===== config.mk =====
export PLATFORM = sky130hd
export DESIGN_NAME = modular_exponentiation
export DESIGN_NICKNAME = d
export VERILOG_FILES = /design/src/rtl/mexp_pkg.sv /design/src/rtl/mexp_mulmod.sv /design/src/rtl/modular_exponentiation.sv
export VERILOG_INCLUDE_DIRS = /design/src /design/src/rtl
export SDC_FILE = /design/constraint.sdc
export NUM_CORES = 2
export LEC_CHECK = 0
export ABC_CLOCK_PERIOD_IN_PS = 10600
export BUFFER_PORTS_ARGS = -buffer_cell sky130_fd_sc_hd__buf_2
export CAP_MARGIN = 5
export CORE_MARGIN = 2
export CORE_UTILIZATION = 25
export CTS_CLUSTER_DIAMETER = 100
export DETAILED_ROUTE_END_ITERATION = 12
export PLACE_DENSITY_LB_ADDON = 0.1
export SYNTH_ARGS = -nofsm -noshare
export SYNTH_HDL_FRONTEND = slang
export SYNTH_HIERARCHICAL = 1
export SYNTH_SLANG_ARGS = --single-unit

===== constraint.sdc =====
create_clock -name clk -period 10.6 [get_ports clk]
set_clock_uncertainty 0.2 [all_clocks]
set_input_delay 1.06 -clock clk [delete_from_list [all_inputs] [get_ports clk]]
set_output_delay 1.06 -clock clk [all_outputs]
set_load 0.1 [all_outputs]

===== src/rtl/modular_exponentiation_defines.svh =====
// ----------------------------------------------------------------------------
// Assertion macros for the modular exponentiation block
// Each macro expands to one labeled concurrent assertion on clk / rst_n.
// ----------------------------------------------------------------------------
`ifndef MODULAR_EXPONENTIATION_DEFINES_SVH
`define MODULAR_EXPONENTIATION_DEFINES_SVH

// Same-cycle implication
`define MEXP_ASSERT_IMP(lbl, ante, cons, msg) \
  lbl: assert property (@(posedge clk) disable iff (!rst_n) (ante) |-> (cons)) \
    else $error(msg);

// Next-cycle implication
`define MEXP_ASSERT_NXT(lbl, ante, cons, msg) \
  lbl: assert property (@(posedge clk) disable iff (!rst_n) (ante) |=> (cons)) \
    else $error(msg);

`endif


===== src/rtl/mexp_pkg.sv =====
// ----------------------------------------------------------------------------
// mexp_pkg
// Shared widths, register indexes, status struct and modular add helper.
// ----------------------------------------------------------------------------
`default_nettype none

package mexp_pkg;

  localparam int DATA_W    = 64;                    // port field width
  localparam int WORD_BITS = 64;                    // datapath width, 8..64
  localparam int CNT_W     = $clog2(WORD_BITS);
  localparam int CFG_IDX_W = 8;

  typedef logic [WORD_BITS-1:0] word_t;
  typedef logic [CNT_W-1:0]     cnt_t;

  localparam logic [CFG_IDX_W-1:0] CFG_EXPONENT = CFG_IDX_W'(0);
  localparam logic [CFG_IDX_W-1:0] CFG_MODULUS  = CFG_IDX_W'(1);

  typedef struct packed {
    logic busy;
    logic done;
  } mul_stat_t;

  // (a + b) mod m for a < m and b < m, without growing past the word
  function automatic word_t add_mod(word_t a, word_t b, word_t m);
    word_t room;
    room = m - b;
    if (a >= room) begin
      return a - room;
    end else begin
      return a + b;
    end
  endfunction

endpackage

`default_nettype wire


===== src/rtl/mexp_mulmod.sv =====
// ----------------------------------------------------------------------------
// mexp_mulmod
// Bit-serial shift-add modular multiplier, one bit of b per cycle, MSB first.
// ----------------------------------------------------------------------------
`default_nettype none

module mexp_mulmod (
  input  wire logic              clk,
  input  wire logic              rst_n,
  input  wire logic              start,
  input  wire mexp_pkg::word_t   op_a,   // must be below modulus
  input  wire mexp_pkg::word_t   op_b,
  input  wire mexp_pkg::word_t   modulus, // held steady while busy
  output mexp_pkg::mul_stat_t    stat,
  output mexp_pkg::word_t        result
);

  mexp_pkg::word_t acc_r, acc_nxt;
  mexp_pkg::word_t a_r;
  mexp_pkg::word_t b_r;
  mexp_pkg::cnt_t  cnt_r;
  logic            busy_r;
  logic            done_r;
  mexp_pkg::word_t dbl;

  // double, then add a when the current bit of b is set
  always_comb begin
    dbl     = mexp_pkg::add_mod(acc_r, acc_r, modulus);
    acc_nxt = b_r[mexp_pkg::WORD_BITS-1] ? mexp_pkg::add_mod(dbl, a_r, modulus) : dbl;
  end

  always_ff @(posedge clk) begin
    if (!rst_n) begin
      busy_r <= 1'b0;
      done_r <= 1'b0;
      cnt_r  <= '0;
    end else begin
      done_r <= 1'b0;
      if (start) begin
        busy_r <= 1'b1;
        cnt_r  <= '0;
      end else if (busy_r) begin
        cnt_r <= cnt_r + 1'b1;
        if (cnt_r == mexp_pkg::cnt_t'(mexp_pkg::WORD_BITS - 1)) begin
          busy_r <= 1'b0;
          done_r <= 1'b1;
        end
      end
    end
  end

  always_ff @(posedge clk) begin
    if (start) begin
      acc_r <= '0;
      a_r   <= op_a;
      b_r   <= op_b;
    end else if (busy_r) begin
      acc_r <= acc_nxt;
      b_r   <= b_r << 1;
    end
  end

  assign stat.busy = busy_r;
  assign stat.done = done_r;
  assign result    = acc_r;

endmodule

`default_nettype wire


===== src/rtl/modular_exponentiation.sv =====
// ----------------------------------------------------------------------------
// modular_exponentiation: base ** exponent mod modulus, one result per item
// Each modular product runs on the bit-serial multiplier; an item
// needs one reduction, one multiply per set exponent bit and one square per
// exponent bit below the top set one.
// One item at a time. Synchronous active-low reset; exponent and modulus reset to 1.
// ----------------------------------------------------------------------------
`default_nettype none

`include "modular_exponentiation_defines.svh"

module modular_exponentiation (
  input  wire logic                          clk,
  input  wire logic                          rst_n,
  // input channel
  input  wire logic                          in_tvalid,
  output logic                               in_tready,
  input  wire logic [mexp_pkg::DATA_W-1:0]   in_tdata,   // [63:0] base_value
  // result channel
  output logic                               out_tvalid,
  input  wire logic                          out_tready,
  output logic [mexp_pkg::DATA_W-1:0]        out_tdata,  // [63:0] power_result
  // configuration writes
  input  wire logic                          cfg_valid,
  output logic                               cfg_ready,
  input  wire logic [mexp_pkg::CFG_IDX_W-1:0] cfg_index,
  input  wire logic [mexp_pkg::DATA_W-1:0]   cfg_data
);

  // Sequencer: LOAD starts the base reduction, CHECK picks the next product
  // from the low exponent bit, MUL/SQR wait on the shared multiplier.
  typedef enum logic [6:0] {
    S_IDLE  = 7'b0000001,
    S_LOAD  = 7'b0000010,
    S_RED   = 7'b0000100,
    S_CHECK = 7'b0001000,
    S_MUL   = 7'b0010000,
    S_SQR   = 7'b0100000,
    S_DONE  = 7'b1000000
  } state_t;

  state_t              state_r, state_nxt;
  mexp_pkg::word_t     exp_r;
  mexp_pkg::word_t     mod_r;
  mexp_pkg::word_t     e_r;       // remaining exponent bits
  mexp_pkg::word_t     acc_r;     // running product
  mexp_pkg::word_t     sq_r;      // running square of the base
  mexp_pkg::word_t     out_data_r;
  logic                out_valid_r;
  mexp_pkg::word_t     one_mod;
  logic                in_acc;
  logic                out_load;
  logic                mul_start;
  mexp_pkg::word_t     mul_a;
  mexp_pkg::mul_stat_t mul_stat;
  mexp_pkg::word_t     mul_res;

  // Configuration: always ready, writes beyond the list drop.
  assign cfg_ready = 1'b1;

  always_ff @(posedge clk) begin
    if (!rst_n) begin
      exp_r <= mexp_pkg::word_t'(1);
      mod_r <= mexp_pkg::word_t'(1);
    end else if (cfg_valid) begin
      unique case (cfg_index)
        mexp_pkg::CFG_EXPONENT: exp_r <= mexp_pkg::word_t'(cfg_data);
        mexp_pkg::CFG_MODULUS:  mod_r <= mexp_pkg::word_t'(cfg_data);
        default: ;
      endcase
    end
  end

  // 1 mod m: zero when the modulus is one
  assign one_mod = (mod_r == mexp_pkg::word_t'(1)) ? '0 : mexp_pkg::word_t'(1);

  assign in_tready = (state_r == S_IDLE);
  assign in_acc    = in_tvalid && in_tready;
  // Hand the finished result to the output register once it is free.
  assign out_load  = (state_r == S_DONE) && (!out_valid_r || out_tready);

  // Reduction runs as one_mod * base; products in CHECK use acc or sq as a.
  assign mul_start = (state_r == S_LOAD) || ((state_r == S_CHECK) && (e_r != '0));
  assign mul_a     = ((state_r == S_CHECK) && !e_r[0]) ? sq_r : acc_r;

  mexp_mulmod u_mulmod (
    .clk     (clk),
    .rst_n   (rst_n),
    .start   (mul_start),
    .op_a    (mul_a),
    .op_b    (sq_r),
    .modulus (mod_r),
    .stat    (mul_stat),
    .result  (mul_res)
  );

  always_comb begin
    state_nxt = state_r;
    unique case (state_r)
      S_IDLE:  if (in_acc) state_nxt = (mod_r == '0) ? S_DONE : S_LOAD;
      S_LOAD:  state_nxt = S_RED;
      S_RED:   if (mul_stat.done) state_nxt = S_CHECK;
      S_CHECK: begin
        if (e_r == '0) begin
          state_nxt = S_DONE;
        end else if (e_r[0]) begin
          state_nxt = S_MUL;
        end else begin
          state_nxt = S_SQR;
        end
      end
      S_MUL:   if (mul_stat.done) state_nxt = S_CHECK;
      S_SQR:   if (mul_stat.done) state_nxt = S_CHECK;
      S_DONE:  if (out_load) state_nxt = S_IDLE;
      default: state_nxt = S_IDLE;
    endcase
  end

  always_ff @(posedge clk) begin
    if (!rst_n) begin
      state_r <= S_IDLE;
    end else begin
      state_r <= state_nxt;
    end
  end

  // Datapath registers
  always_ff @(posedge clk) begin
    if (in_acc) begin
      // zero modulus gives zero; otherwise start from acc = 1 mod m
      acc_r <= (mod_r == '0) ? '0 : one_mod;
      sq_r  <= mexp_pkg::word_t'(in_tdata);
      e_r   <= exp_r;
    end else if (mul_stat.done) begin
      unique case (state_r)
        S_RED: sq_r <= mul_res;
        S_MUL: begin
          acc_r <= mul_res;
          e_r   <= {e_r[mexp_pkg::WORD_BITS-1:1], 1'b0};
        end
        S_SQR: begin
          sq_r <= mul_res;
          e_r  <= e_r >> 1;
        end
        default: ;
      endcase
    end
  end

  // Output register: hold the result until taken
  always_ff @(posedge clk) begin
    if (!rst_n) begin
      out_valid_r <= 1'b0;
    end else if (out_load) begin
      out_valid_r <= 1'b1;
    end else if (out_tready) begin
      out_valid_r <= 1'b0;
    end
  end

  always_ff @(posedge clk) begin
    if (out_load) begin
      out_data_r <= acc_r;
    end
  end

  assign out_tvalid = out_valid_r;
  assign out_tdata  = mexp_pkg::DATA_W'(out_data_r);

  `MEXP_ASSERT_IMP(a_start_free, mul_start, !mul_stat.busy, "multiplier restarted while busy")
  `MEXP_ASSERT_IMP(a_prod_range, mul_stat.done && (mod_r != '0), mul_res < mod_r, "product not reduced")
  `MEXP_ASSERT_NXT(a_out_range, out_load, (mod_r == '0) || (out_data_r < mod_r), "result not below modulus")

endmodule

`default_nettype wire


==> flow_metrics.py <==
metrics = {
    "status": {
        "status": "finished, final reports clean",
    },
    "critical_path": {
        "worstRegToRegCells": 43,
        "setup.worst_path.start": "mod_r[3]$_SDFFE_PN0P_",
        "arrival_ns": 10.65,
        "cp_common_cell": "a21oi_1",
        "critical_path_class": "reg -> reg",
        "reg2reg_from": "mod_r[3]$_SDFFE_PN0P_",
        "r2r_end": "u_mulmod/result[19]$_SDFFE_PP0P_",
        "worstSetupEndpointType": "register",
        "worst_setup_path_start_kind": "register",
        "ff2ff_setup_slack_ns": 0.38,
        "cp_max_fo": 8,
        "worstSetupEndpoint": "u_mulmod/result[19]$_SDFFE_PP0P_",
        "cp_slowest_stage_delay_ns": 0.66,
        "cp_data_required_time_ns": 11.04,
        "cp_slowest_cell": "dfxtp_1",
    },
    "cells_and_area": {
        "n_antenna_cell": 0,
        "final_common_cell": "buf_4",
        "final_cell_mix": "buf_4 (893), nand2_1 (568), a21oi_1 (406), edfxtp_1 (384), ha_1 (298)",
        "syn_to_final_growth_pct": 29.6,
        "drive_above_1_share_pct": 25.8,
        "fin_nets": 6283,
        "final_cells": 8231,
    },
    "timing": {
        "setup_viol": 0,
        "relSlewSlack_pct": 28.1,
        "worst_slew_pin_slew_ns": 1.08,
        "period_needed_ns": 10.22,
        "timing.hold.ws_ns": 0.237,
        "final-hold-violation-count": 0,
        "maxSlewViolCount": 0,
        "finalCritPeriodShare_pct": 96.4,
        "clock.fmax_mhz": 97.9,
        "fin_ws_ns": 0.383,
    },
    "floorplan": {
        "die_area_sq_um": 178000,
        "ios": 208,
        "initial_core_util_pct": 25.1,
        "fp-row-count": 153,
        "core_sq_um": 173000,
        "dieWidth_microns": 421,
        "die-height_microns": 421,
    },
    "detailed_routing": {
        "remaining_drc_errors": 0,
        "vias": 42059,
        "dr.first_iter.drc_count": 3656,
        "drtAntennaViolNets": 0,
        "wl_per_cell_microns": 25.0,
        "dr.pass1.iters": 6,
        "viasPerCell": 5.11,
        "drt-total-wl_mm": 206,
    },
    "power_and_ir_drop": {
        "internal_power_mw": 11.6,
        "p_leak_nw": 24.3,
        "p_sw_share_pct": 47.4,
        "p_total_mw": 22.1,
        "power_frac_comb_pct": 72.4,
        "power_frac_seq_pct": 15.3,
        "power.share.clock_pct": 12.2,
        "switchingPower_mw": 10.5,
        "p_per_area_nw_per_um2": 392,
        "vdd_drop_max_v": 0.000156,
    },
    "clock_network": {
        "cts_root_buf": "clkbuf_16",
        "clock-sinks": 592,
        "clk_latency_ns": 0.72,
        "cts_buffer_depth": 3,
        "numCtsBuffers": 78,
        "htree_levels": 3,
        "clk_pin_slew_ns": 0.06,
        "tritoncts": "built",
    },
    "grt": {
        "grt_usage_pct": 22.4,
        "grt_pass1_wl_mm": 292,
        "grt_max_degree": 129,
        "antenna_found_initial": 16,
        "grt_overflow": 0,
        "grt_pass1_vias": 41066,
    },
    "placed_design": {
        "hpwl_mm": 164,
        "routabilityCongestion": 0.927,
        "numPortBuffers": 206,
        "pre_cts_ws_ns": -0.573,
        "dpl.cell_count": 8074,
    },
    "hold_path": {
        "min_from": "acc_r[4]$_SDFFCE_PP0P_",
        "hold_depth": 0,
        "min_path_type": "reg -> reg",
    },
    "yosys": {
        "synthCells": 4883,
        "syn-num-nets": 5326,
        "ys.warnings.count": 6,
        "netlist_area_sq_um": 43600,
        "syn_avg_cell_area_sq_um": 8.92,
    },
    "job": {
        "cap_violations": 0,
    },
}
[per-stage QoR]
stage	instance area [sq um]	setup TNS [ns]	utilization, %
2_1_floorplan	43600	0	-
3_3_place_gp	53400	-20.36	30.8
3_5_place_dp	53400	-23.90	30.8
4_1_cts	56100	0	32.4
5_1_grt	56500	-0.0236	32.6
6_report	56500	0	32.6
[flip-flops by register name, summed over array words and instances, names as in the netlist, 64 cells and up]
register and flops:
u_mulmod/a_r 64, sq_r 64, u_mulmod/result 64, out_tdata 64, mod_r 64, u_mulmod/b_r 64, acc_r 64, exp_r 64
e_r 64
[what timing repair did]
action / 4_1_cts / 5_1_grt
setup buffers: 4 / 5
pin swaps: 8 / 21
gates cloned: 0 / 2
hold buffers: 0 / 0
gates resized for setup: 17 / 59
endpoints found under the setup margin: 64 / 64
[routing by layer]
metal  global-route usage, %  part of all wire (%)
met2                    32.6                    41
met5                       0                0.0063
met1                    34.2                    51
met4                    5.45                   2.4
met3                    3.18                   5.8
[worst min path at each step]
stage               slack, ns                       to
floorplan                0.22   out_tdata[0]$_DFFE_PP_
global placement         0.23   out_tdata[5]$_DFFE_PP_
detailed placement       0.23  out_tdata[25]$_DFFE_PP_
CTS                      0.24   out_tdata[4]$_DFFE_PP_
global route             0.26  out_tdata[15]$_DFFE_PP_
finish                   0.24   out_tdata[4]$_DFFE_PP_
[layout make-up]
type                       instances  area, sq um
fill                           18456       117000
clock buffer                     102         2120
tap                             2325         2910
sequential                       592        15700
timing repair buffer            1113         8030
inverter                         234          883
clock inverter                    44          485
multi-input combinational       3821        26300
[critical path, delay by kind of cell, from the launching register on]
family	cells	cell delay, ns
adder cells (fa/ha/maj)	3	1.04
AO/OA/AOI/OAI	26	5.79
flip-flops	1	0.66
AND/OR/NAND/NOR	7	0.93
buffers and inverters	5	0.93
XOR/XNOR	2	0.51
[power by group through the flow]
stage               registers (mW)  clock network (mW)  logic (mW)
global route                  3.43                2.89        17.2
detailed placement            3.43                   0        15.4
floorplan                     3.24                   0        8.00
CTS                           3.39                2.81        15.6
global placement              3.45                   0        15.6
finish                        3.40                2.71        16.0
(Power assumes the default switching activity.)
